### src/rtl/core/ut2c_pkg.sv
// Shared types, constants and lookup functions for the timestamp to calendar converter
package ut2c_pkg;

    localparam logic [31:0] ZONE_OFFSET_S = 32'd28800;
    localparam logic [7:0]  BASE_YEAR     = 8'd70;
    localparam logic [7:0]  CENTURY_LEN   = 8'd100;
    localparam logic [3:0]  LAST_MONTH    = 4'd11;
    localparam logic [10:0] LEAP_DAY      = 11'd60;
    localparam logic [15:0] EPOCH_WDAY    = 16'd4;

    typedef enum logic [2:0] {
        S_IDLE,
        S_DIV_MUL,
        S_DIV_BACK,
        S_DIV_FIX,
        S_YEAR,
        S_CENTURY,
        S_MONTH,
        S_OUT
    } t_state;

    typedef enum logic [2:0] {
        DIV_SEC,
        DIV_MIN,
        DIV_HOUR,
        DIV_WEEK,
        DIV_BLOCK
    } t_div_sel;

    // divisor for each division step
    function automatic logic [10:0] div_const(input t_div_sel sel);
        logic [10:0] d;
        case (sel)
            DIV_SEC:   d = 11'd60;
            DIV_MIN:   d = 11'd60;
            DIV_HOUR:  d = 11'd24;
            DIV_WEEK:  d = 11'd7;
            DIV_BLOCK: d = 11'd1461;
            default:   d = 11'd60;
        endcase
        return d;
    endfunction

    // floor(2^32 / divisor): quotient estimate is low by at most one
    function automatic logic [31:0] div_recip(input t_div_sel sel);
        logic [31:0] m;
        case (sel)
            DIV_SEC:   m = 32'd71582788;
            DIV_MIN:   m = 32'd71582788;
            DIV_HOUR:  m = 32'd178956970;
            DIV_WEEK:  m = 32'd613566756;
            DIV_BLOCK: m = 32'd2939744;
            default:   m = 32'd71582788;
        endcase
        return m;
    endfunction

    function automatic logic [4:0] month_len(input logic [3:0] idx);
        logic [4:0] len;
        case (idx)
            4'd0:    len = 5'd31;
            4'd1:    len = 5'd28;
            4'd2:    len = 5'd31;
            4'd3:    len = 5'd30;
            4'd4:    len = 5'd31;
            4'd5:    len = 5'd30;
            4'd6:    len = 5'd31;
            4'd7:    len = 5'd31;
            4'd8:    len = 5'd30;
            4'd9:    len = 5'd31;
            4'd10:   len = 5'd30;
            4'd11:   len = 5'd31;
            default: len = 5'd31;
        endcase
        return len;
    endfunction

endpackage

### src/rtl/core/ut2c_if.sv
// Valid/ready channel interfaces for timestamp words and calendar words
interface ut2c_in_if;
    logic        valid;
    logic        ready;
    logic [31:0] epoch_seconds;

    modport source (output valid, output epoch_seconds, input ready);
    modport sink   (input valid, input epoch_seconds, output ready);
endinterface

interface ut2c_out_if;
    logic       valid;
    logic       ready;
    logic [5:0] second_of_minute;
    logic [5:0] minute_of_hour;
    logic [4:0] hour_of_day;
    logic [2:0] weekday_number;
    logic [4:0] day_of_month;
    logic [3:0] month_number;
    logic [6:0] year_of_century;

    modport source (
        output valid, output second_of_minute, output minute_of_hour, output hour_of_day,
        output weekday_number, output day_of_month, output month_number,
        output year_of_century, input ready
    );
    modport sink (
        input valid, input second_of_minute, input minute_of_hour, input hour_of_day,
        input weekday_number, input day_of_month, input month_number,
        input year_of_century, output ready
    );
endinterface

### src/rtl/core/unix_time_to_calendar_unit.sv
// Unix timestamp to UTC+8 calendar fields: sequencer around one shared multiplier
// Each of the five constant divisions passes through multiply, back-multiply and fix states,
// then the year, century and month steps follow; the result word is then offered on o_out.
// A new word is taken only after the last result has been taken; ready is high only while
// idle and the result word is held until taken. Synchronous active-low reset returns the
// sequencer to idle with no result pending; the datapath registers are not reset.
module unix_time_to_calendar_unit
    import ut2c_pkg::*;
(
    input  logic         i_clk,
    input  logic         i_rst_n,
    ut2c_in_if.sink      i_in,
    ut2c_out_if.source   o_out
);

    t_state      r_state, n_state;
    t_div_sel    r_dsel, n_dsel;
    logic [31:0] r_x, n_x;
    logic [63:0] r_prod;
    logic [31:0] r_q;
    logic [15:0] r_days, n_days;
    logic [7:0]  r_year, n_year;
    logic [10:0] r_doy, n_doy;
    logic [3:0]  r_mon, n_mon;
    logic [5:0]  r_sec, n_sec;
    logic [5:0]  r_min, n_min;
    logic [4:0]  r_hour, n_hour;
    logic [2:0]  r_wday, n_wday;
    logic [4:0]  r_mday, n_mday;
    logic [3:0]  r_month, n_month;

    logic [31:0] mul_a, mul_b;
    logic [63:0] mul_p;
    logic [31:0] dconst, rem_raw, rem_fix, q_fix;
    logic        fix;
    logic        leap;
    logic [8:0]  ylen;
    logic [10:0] doy1;
    logic [4:0]  mlen;

    // the one multiplier: reciprocal pass, then quotient times divisor
    always_comb begin
        dconst = {21'd0, div_const(r_dsel)};
        if (r_state == S_DIV_MUL) begin
            mul_a = r_x;
            mul_b = div_recip(r_dsel);
        end else begin
            mul_a = r_prod[63:32];
            mul_b = dconst;
        end
        mul_p = {32'd0, mul_a} * {32'd0, mul_b};
    end

    always_comb begin
        rem_raw = r_x - r_prod[31:0];
        fix     = (rem_raw >= dconst);
        rem_fix = fix ? (rem_raw - dconst) : rem_raw;
        q_fix   = fix ? (r_q + 32'd1) : r_q;
        leap    = (r_year[1:0] == 2'd0);
        ylen    = leap ? 9'd366 : 9'd365;
        doy1    = r_doy + 11'd1;
        mlen    = month_len(r_mon);
    end

    always_comb begin
        n_state = r_state;
        n_dsel  = r_dsel;
        n_x     = r_x;
        n_days  = r_days;
        n_year  = r_year;
        n_doy   = r_doy;
        n_mon   = r_mon;
        n_sec   = r_sec;
        n_min   = r_min;
        n_hour  = r_hour;
        n_wday  = r_wday;
        n_mday  = r_mday;
        n_month = r_month;
        case (r_state)
            S_IDLE: begin
                if (i_in.valid) begin
                    n_x     = i_in.epoch_seconds + ZONE_OFFSET_S;
                    n_dsel  = DIV_SEC;
                    n_state = S_DIV_MUL;
                end
            end
            S_DIV_MUL:  n_state = S_DIV_BACK;
            S_DIV_BACK: n_state = S_DIV_FIX;
            S_DIV_FIX: begin
                n_state = S_DIV_MUL;
                case (r_dsel)
                    DIV_SEC: begin
                        n_sec  = rem_fix[5:0];
                        n_x    = q_fix;
                        n_dsel = DIV_MIN;
                    end
                    DIV_MIN: begin
                        n_min  = rem_fix[5:0];
                        n_x    = q_fix;
                        n_dsel = DIV_HOUR;
                    end
                    DIV_HOUR: begin
                        n_hour = rem_fix[4:0];
                        n_days = q_fix[15:0];
                        n_x    = {16'd0, q_fix[15:0] + EPOCH_WDAY};
                        n_dsel = DIV_WEEK;
                    end
                    DIV_WEEK: begin
                        n_wday = (rem_fix[2:0] == 3'd0) ? 3'd7 : rem_fix[2:0];
                        n_x    = {16'd0, r_days};
                        n_dsel = DIV_BLOCK;
                    end
                    DIV_BLOCK: begin
                        // whole four-year blocks since 1970
                        n_year  = {q_fix[5:0], 2'b00} + BASE_YEAR;
                        n_doy   = rem_fix[10:0];
                        n_state = S_YEAR;
                    end
                    default: n_state = S_IDLE;
                endcase
            end
            S_YEAR: begin
                if (r_doy < {2'd0, ylen}) begin
                    n_state = S_CENTURY;
                end else begin
                    n_doy  = r_doy - {2'd0, ylen};
                    n_year = r_year + 8'd1;
                end
            end
            S_CENTURY: begin
                if (r_year >= CENTURY_LEN) begin
                    n_year = r_year - CENTURY_LEN;
                end else if (leap && doy1 == LEAP_DAY) begin
                    n_mday  = 5'd29;
                    n_month = 4'd2;
                    n_state = S_OUT;
                end else begin
                    n_doy   = (leap && doy1 > LEAP_DAY) ? r_doy : doy1;
                    n_mon   = 4'd0;
                    n_state = S_MONTH;
                end
            end
            S_MONTH: begin
                if (r_mon < LAST_MONTH && {6'd0, mlen} < r_doy) begin
                    n_doy = r_doy - {6'd0, mlen};
                    n_mon = r_mon + 4'd1;
                end else begin
                    n_mday  = r_doy[4:0];
                    n_month = r_mon + 4'd1;
                    n_state = S_OUT;
                end
            end
            S_OUT: begin
                if (o_out.ready) n_state = S_IDLE;
            end
            default: n_state = S_IDLE;
        endcase
    end

    always_ff @(posedge i_clk) begin
        if (!i_rst_n) begin
            r_state <= S_IDLE;
        end else begin
            r_state <= n_state;
        end
    end

    always_ff @(posedge i_clk) begin
        r_dsel  <= n_dsel;
        r_x     <= n_x;
        r_days  <= n_days;
        r_year  <= n_year;
        r_doy   <= n_doy;
        r_mon   <= n_mon;
        r_sec   <= n_sec;
        r_min   <= n_min;
        r_hour  <= n_hour;
        r_wday  <= n_wday;
        r_mday  <= n_mday;
        r_month <= n_month;
        if (r_state == S_DIV_MUL || r_state == S_DIV_BACK) begin
            r_prod <= mul_p;
        end
        if (r_state == S_DIV_BACK) begin
            r_q <= r_prod[63:32];
        end
    end

    assign i_in.ready             = (r_state == S_IDLE);
    assign o_out.valid            = (r_state == S_OUT);
    assign o_out.second_of_minute = r_sec;
    assign o_out.minute_of_hour   = r_min;
    assign o_out.hour_of_day      = r_hour;
    assign o_out.weekday_number   = r_wday;
    assign o_out.day_of_month     = r_mday;
    assign o_out.month_number     = r_month;
    assign o_out.year_of_century  = r_year[6:0];

    a_busy_after_accept: assert property (@(posedge i_clk) disable iff (!i_rst_n)
        (i_in.valid && i_in.ready) |=> !i_in.ready)
        else $error("accepted a second word while busy");

    a_month_walk_bound: assert property (@(posedge i_clk) disable iff (!i_rst_n)
        (r_state == S_MONTH) |-> (r_mon <= LAST_MONTH))
        else $error("month walk ran past December");

    a_result_range: assert property (@(posedge i_clk) disable iff (!i_rst_n)
        o_out.valid |-> (o_out.month_number >= 4'd1 && o_out.month_number <= 4'd12 &&
                         o_out.day_of_month != 5'd0 && o_out.weekday_number != 3'd0 &&
                         o_out.year_of_century < 7'd100))
        else $error("calendar word out of range");

    a_year_steps: assert property (@(posedge i_clk) disable iff (!i_rst_n)
        (r_state == S_CENTURY && $past(r_state) == S_YEAR) |-> (r_doy < 11'd366))
        else $error("day of year left over after year steps");

endmodule
### src/flat_wrapper.sv
// flat-port wrapper written by rule: the top's interface ports become plain ports
module unix_time_to_calendar_unit_flat import ut2c_pkg::*;
  (i_clk, i_rst_n, i_in_valid, i_in_epoch_seconds, i_in_ready, o_out_valid, o_out_second_of_minute, o_out_minute_of_hour, o_out_hour_of_day, o_out_weekday_number, o_out_day_of_month, o_out_month_number, o_out_year_of_century, o_out_ready);
  ut2c_in_if i_in_i ();
  ut2c_out_if o_out_i ();
  input  logic i_clk;
  input  logic i_rst_n;
  input wire logic [$bits(i_in_i.valid)-1:0] i_in_valid;
  input wire logic [$bits(i_in_i.epoch_seconds)-1:0] i_in_epoch_seconds;
  output wire logic [$bits(i_in_i.ready)-1:0] i_in_ready;
  output wire logic [$bits(o_out_i.valid)-1:0] o_out_valid;
  output wire logic [$bits(o_out_i.second_of_minute)-1:0] o_out_second_of_minute;
  output wire logic [$bits(o_out_i.minute_of_hour)-1:0] o_out_minute_of_hour;
  output wire logic [$bits(o_out_i.hour_of_day)-1:0] o_out_hour_of_day;
  output wire logic [$bits(o_out_i.weekday_number)-1:0] o_out_weekday_number;
  output wire logic [$bits(o_out_i.day_of_month)-1:0] o_out_day_of_month;
  output wire logic [$bits(o_out_i.month_number)-1:0] o_out_month_number;
  output wire logic [$bits(o_out_i.year_of_century)-1:0] o_out_year_of_century;
  input wire logic [$bits(o_out_i.ready)-1:0] o_out_ready;
  assign i_in_i.valid = i_in_valid;
  assign i_in_i.epoch_seconds = i_in_epoch_seconds;
  assign i_in_ready = i_in_i.ready;
  assign o_out_valid = o_out_i.valid;
  assign o_out_second_of_minute = o_out_i.second_of_minute;
  assign o_out_minute_of_hour = o_out_i.minute_of_hour;
  assign o_out_hour_of_day = o_out_i.hour_of_day;
  assign o_out_weekday_number = o_out_i.weekday_number;
  assign o_out_day_of_month = o_out_i.day_of_month;
  assign o_out_month_number = o_out_i.month_number;
  assign o_out_year_of_century = o_out_i.year_of_century;
  assign o_out_i.ready = o_out_ready;
  unix_time_to_calendar_unit u_core (.i_clk(i_clk), .i_rst_n(i_rst_n), .i_in(i_in_i), .o_out(o_out_i));
endmodule
### config.mk
export PLATFORM = sky130hd
export DESIGN_NAME = unix_time_to_calendar_unit_flat
export DESIGN_NICKNAME = d
export VERILOG_FILES = /design/src/rtl/core/ut2c_pkg.sv /design/src/rtl/core/ut2c_if.sv /design/src/rtl/core/unix_time_to_calendar_unit.sv /design/src/flat_wrapper.sv
export SDC_FILE = /design/constraint.sdc
export NUM_CORES = 2
export LEC_CHECK = 0
export ABC_AREA = 1
export BUFFER_PORTS_ARGS = -buffer_cell sky130_fd_sc_hd__clkbuf_2
export CORE_MARGIN = 2
export CORE_UTILIZATION = 64
export DETAILED_ROUTE_END_ITERATION = 8
export PLACE_DENSITY = 0.79
export SYNTH_ARGS = -nofsm -noshare
export SYNTH_HDL_FRONTEND = slang
export SYNTH_SLANG_ARGS = --single-unit
### constraint.sdc
create_clock -name i_clk -period 12 [get_ports i_clk]
set_input_delay 2.4 -clock i_clk [delete_from_list [all_inputs] [get_ports i_clk]]
set_output_delay 2.4 -clock i_clk [all_outputs]
set_load 0.01 [all_outputs]
==> flow_summary.html <==
<table>
<tr><th>Metric</th><th>Value</th></tr>
<tr><th colspan="2">Status</th></tr>
<tr><td>Result of the run</td><td>finished, final reports clean</td></tr>
<tr><th colspan="2">Clocking</th></tr>
<tr><td>Maximum buffer depth of the clock tree</td><td>2</td></tr>
<tr><td>CTS tree</td><td>done</td></tr>
<tr><td>Total number of H-tree levels</td><td>4</td></tr>
<tr><td>Clk Latency, worst-skew pair</td><td>470 ps</td></tr>
<tr><td>Post-CTS repair timing setup buffer count</td><td>0</td></tr>
<tr><td>Post-cts repair resize count</td><td>0</td></tr>
<tr><td>Hold-fix buffer count after cts</td><td>0</td></tr>
<tr><td>Clock transition at the registers of the reported paths</td><td>80 ps</td></tr>
<tr><td>Clock tree root driver cell</td><td>sky130_fd_sc_hd__clkbuf_16</td></tr>
<tr><td>CTS Buf Count</td><td>17</td></tr>
<tr><td>Clock net sink count</td><td>200</td></tr>
<tr><th colspan="2">Layout</th></tr>
<tr><td>Final core occ</td><td>67.92%</td></tr>
<tr><td>Number of nets in the final layout</td><td>6276</td></tr>
<tr><td>Ant. Diodes</td><td>0</td></tr>
<tr><td>Share of cells above drive strength 1</td><td>4.512%</td></tr>
<tr><td>Layout overhead on the synthesized area</td><td>5.024%</td></tr>
<tr><td>Fill cell count</td><td>5528</td></tr>
<tr><th colspan="2">GRT</th></tr>
<tr><td>Initial antenna violation count</td><td>2</td></tr>
<tr><td>Via count of the first global-routing pass</td><td>35090</td></tr>
<tr><td>Wire length of the first global-routing pass</td><td>215000 um</td></tr>
<tr><td>GRT Util Overall</td><td>43.97%</td></tr>
<tr><td>Largest net degree at the start of global routing</td><td>63</td></tr>
<tr><td>GR Overflow Total</td><td>0</td></tr>
<tr><th colspan="2">Yosys</th></tr>
<tr><td>Cells taking the most area after synthesis</td><td>sky130_fd_sc_hd__fa_1 (35%), sky130_fd_sc_hd__edfxtp_1 (14%), sky130_fd_sc_hd__inv_1 (12%)</td></tr>
<tr><td>Synthesized instance count</td><td>5058</td></tr>
<tr><td>Area share of the largest cell type after synthesis</td><td>35.44%</td></tr>
<tr><td>Count of distinct cell types in the synthesized netlist</td><td>63</td></tr>
<tr><td>Number of synthesized register bits</td><td>200</td></tr>
<tr><td>Yosys warnings</td><td>0</td></tr>
<tr><td>Top cell type by total area after synthesis</td><td>sky130_fd_sc_hd__fa_1</td></tr>
<tr><td>Fraction of registers with async set or reset after synthesis</td><td>0%</td></tr>
<tr><td>Number of synthesized flops with an enable pin</td><td>195</td></tr>
<tr><td>Sequential element share of the synthesized area</td><td>14.29%</td></tr>
<tr><td>Cell area after synthesis</td><td>41690 um^2</td></tr>
<tr><td>Most used standard cell by instance count after synthesis</td><td>sky130_fd_sc_hd__inv_1</td></tr>
<tr><td>Cell types with the highest counts after synthesis</td><td>sky130_fd_sc_hd__inv_1 (1383), sky130_fd_sc_hd__fa_1 (738), sky130_fd_sc_hd__nand2_1 (719), sky130_fd_sc_hd__nor2_1 (719), sky130_fd_sc_hd__ha_1 (395)</td></tr>
<tr><td>Average size of a mapped cell</td><td>8.243 um^2</td></tr>
<tr><td>Dominant register cell in the synthesized netlist</td><td>sky130_fd_sc_hd__edfxtp_1</td></tr>
<tr><th colspan="2">STA</th></tr>
<tr><td>Final Max Tran Viols</td><td>0</td></tr>
<tr><td>Sum of negative setup slack</td><td>0 ps</td></tr>
<tr><td>Setup violation total in the final timing report</td><td>0</td></tr>
<tr><td>Setup slack after layout</td><td>1126 ps</td></tr>
<tr><td>Hold Worst Slack</td><td>507.7 ps</td></tr>
<tr><td>Time the final worst path needs with I/O delays and setup</td><td>10870 ps</td></tr>
<tr><td>Final worst-path cycle share</td><td>90.62%</td></tr>
<tr><td>Max-slew headroom</td><td>10.65%</td></tr>
<tr><td>Maximum clock frequency</td><td>0.09196 GHz</td></tr>
<tr><td>Unrepaired setup endpoints after global routing</td><td>no</td></tr>
<tr><td>Worst Max-Slew Pin Slew</td><td>1340 ps</td></tr>
<tr><td>Worst clock skew</td><td>14.40 ps</td></tr>
<tr><td>Final count of hold timing violations</td><td>0</td></tr>
<tr><th colspan="2">Worst setup path</th></tr>
<tr><td>Register-to-register path setup slack</td><td>1130 ps</td></tr>
<tr><td>Worst-path maximum fanout</td><td>24</td></tr>
<tr><td>Depth of the worst register-to-register path</td><td>31</td></tr>
<tr><td>CP arrival</td><td>11080 ps</td></tr>
<tr><td>Startpoint of the most critical register-to-register path</td><td>u_core.r_dsel[0]$_SDFFCE_PN0P_</td></tr>
<tr><td>Type of the worst setup path</td><td>reg -&gt; reg</td></tr>
<tr><td>Crit-path leading delay family</td><td>adder cells</td></tr>
<tr><td>Endpoint of the worst-slack reg-to-reg timing path</td><td>u_core.r_prod[60]$_DFFE_PP_</td></tr>
<tr><td>Crit. End Element</td><td>flop</td></tr>
<tr><td>Max stage delay on crit path</td><td>760 ps</td></tr>
<tr><td>CP Launch Type</td><td>flop</td></tr>
<tr><td>Worst EP required</td><td>12200 ps</td></tr>
<tr><td>Crit path buffers/inverters</td><td>9</td></tr>
<tr><td>Slowest stage cell on the critical path</td><td>sky130_fd_sc_hd__inv_1</td></tr>
<tr><th colspan="2">Floorplan</th></tr>
<tr><td>Row cnt</td><td>93</td></tr>
<tr><td>Area of the die</td><td>67200 um^2</td></tr>
<tr><td>Die Wd</td><td>259.2 um</td></tr>
<tr><td>Count of pins on the block boundary</td><td>74</td></tr>
<tr><td>Initial cell density of the core</td><td>64.67%</td></tr>
<tr><td>Die Ht</td><td>259.2 um</td></tr>
<tr><td>Core ar.</td><td>64460 um^2</td></tr>
<tr><th colspan="2">Worst hold path</th></tr>
<tr><td>Startpoint of the lowest-slack hold path</td><td>u_core.r_prod[32]$_DFFE_PP_</td></tr>
<tr><td>Hold Path Stages</td><td>0</td></tr>
<tr><td>Path type of the worst min-delay path</td><td>reg -&gt; reg</td></tr>
<tr><td>Hold EP</td><td>u_core.r_q[0]$_DFFE_PP_</td></tr>
<tr><th colspan="2">Place</th></tr>
<tr><td>Placed wire-length estimate</td><td>123700 um</td></tr>
<tr><td>Final weighted congestion in routability-driven placement</td><td>1.043</td></tr>
<tr><td>PortBufs</td><td>73</td></tr>
<tr><td>Worst-case setup slack after placement</td><td>1519 ps</td></tr>
<tr><th colspan="2">Detailed routing</th></tr>
<tr><td>Per-cell routed wire length</td><td>23.90 um</td></tr>
<tr><td>Number of DRC markers after the initial detailed-route iteration</td><td>4296</td></tr>
<tr><td>Via/cell ratio</td><td>5.854</td></tr>
<tr><td>DRC errors left</td><td>0</td></tr>
<tr><td>Number of iterations in the first detailed-routing pass</td><td>8</td></tr>
<tr><td>Wire length reported by the detailed router</td><td>142800 um</td></tr>
<tr><td>Antenna Nets Post-Route</td><td>0</td></tr>
<tr><td>DR vias</td><td>34980</td></tr>
<tr><th colspan="2">Flow run</th></tr>
<tr><td>Number of violations of the max-capacitance limit</td><td>0</td></tr>
</table>
cell type report:
cell class | count | area [um^2] | area share (%)
well taps | 855 | 1070 | 2.443
inverters | 1405 | 5274 | 12.04
flip-flops and latches | 200 | 5956 | 13.60
clock buffers | 18 | 429.2 | 0.9801
repair buffers | 129 | 785.8 | 1.795
multi-input cells | 3354 | 30090 | 68.72
clock inverters | 14 | 182.7 | 0.4172
worst max-delay path by stage:
stage / cells past startpoint / slack (ps) / start / end
after floorplan: 36 / 3510 / u_core.r_dsel[2]$_SDFFCE_PN0P_ / u_core.r_prod[59]$_DFFE_PP_
after global placement: 36 / 1530 / u_core.r_dsel[2]$_SDFFCE_PN0P_ / u_core.r_prod[59]$_DFFE_PP_
after detailed placement: 36 / 1520 / u_core.r_dsel[2]$_SDFFCE_PN0P_ / u_core.r_prod[59]$_DFFE_PP_
after CTS: 36 / 1470 / u_core.r_dsel[2]$_SDFFCE_PN0P_ / u_core.r_prod[59]$_DFFE_PP_
after global routing: 35 / 690 / u_core.r_dsel[0]$_SDFFCE_PN0P_ / u_core.r_prod[52]$_DFFE_PP_
final: 31 / 1130 / u_core.r_dsel[0]$_SDFFCE_PN0P_ / u_core.r_prod[60]$_DFFE_PP_
registers in the layout, indices dropped and copies added, names as in the netlist:
register and flops:
u_core.r_year 8, u_core.r_prod 62, u_core.mlen 2, u_core.o_out.weekday_number 3, u_core.r_q 30, u_core.r_dsel 3, u_core.r_mon 4, u_core.r_state 3
u_core.r_doy 11, u_core.r_x 32, u_core.o_out.month_number 4, u_core.o_out.second_of_minute 6, u_core.o_out.minute_of_hour 6, u_core.o_out.day_of_month 5, u_core.r_days 16, u_core.o_out.hour_of_day 5
cell families (layout without fill, tap and decap cells):
logic type	count (synthesis)	in the layout	share of synthesized area [%]
other	2	4	0.01801
XOR/XNOR	126	126	2.647
flip-flops	200	200	14.29
adder cells (fa/ha/maj)	1133	1133	47.29
AND/OR/NAND/NOR	1693	1693	16.45
AO/OA/AOI/OAI	398	398	5.612
buffers and inverters	1506	1566	13.69
cell usage in the layout (no fill, tap or decap), drive strengths merged, types with 6 or more instances in the layout:
cell type  Yosys  routed
nor4          15      15
fa           738     738
o21ai        108     108
edfxtp       195     195
o31ai          6       6
clkbuf        82      91
nor2         737     737
inv         1395    1404
a31oi         35      35
xor2          90      90
nand2        733     733
nor3          41      41
a21oi        159     159
o2111ai        8       8
o21bai         8       8
nand3        127     127
ha           395     395
xnor2         36      36
clkinv        10      13
a221oi         6       6
buf           19      56
a21o          10      10
nand4         19      19
o221ai         9       9
a21boi         9       9
o211ai        13      13
per-layer routing:
| metal | GRT usage [%] | vias up | routed length, um |
|---|---|---|---|
| met5 | 0 | - | 0 |
| met4 | 26.15 | 0 | 11040 |
| met3 | 10.61 | 555 | 17190 |
| met2 | 65.17 | 2185 | 60800 |
| met1 | 59.10 | 16990 | 53810 |
| li1 | - | 15250 | - |
metrics by stage:
step	area, um^2	std cells
2_1_floorplan	41700	5060
3_3_place_gp	43170	5943
3_5_place_dp	43170	5943
4_1_cts	43790	5975
5_1_grt	43790	5975
6_report	43790	5975
Power is left out: the tool's default activity adds up to more than one toggle a clock period on the data nets, which glitch-free logic cannot reach.
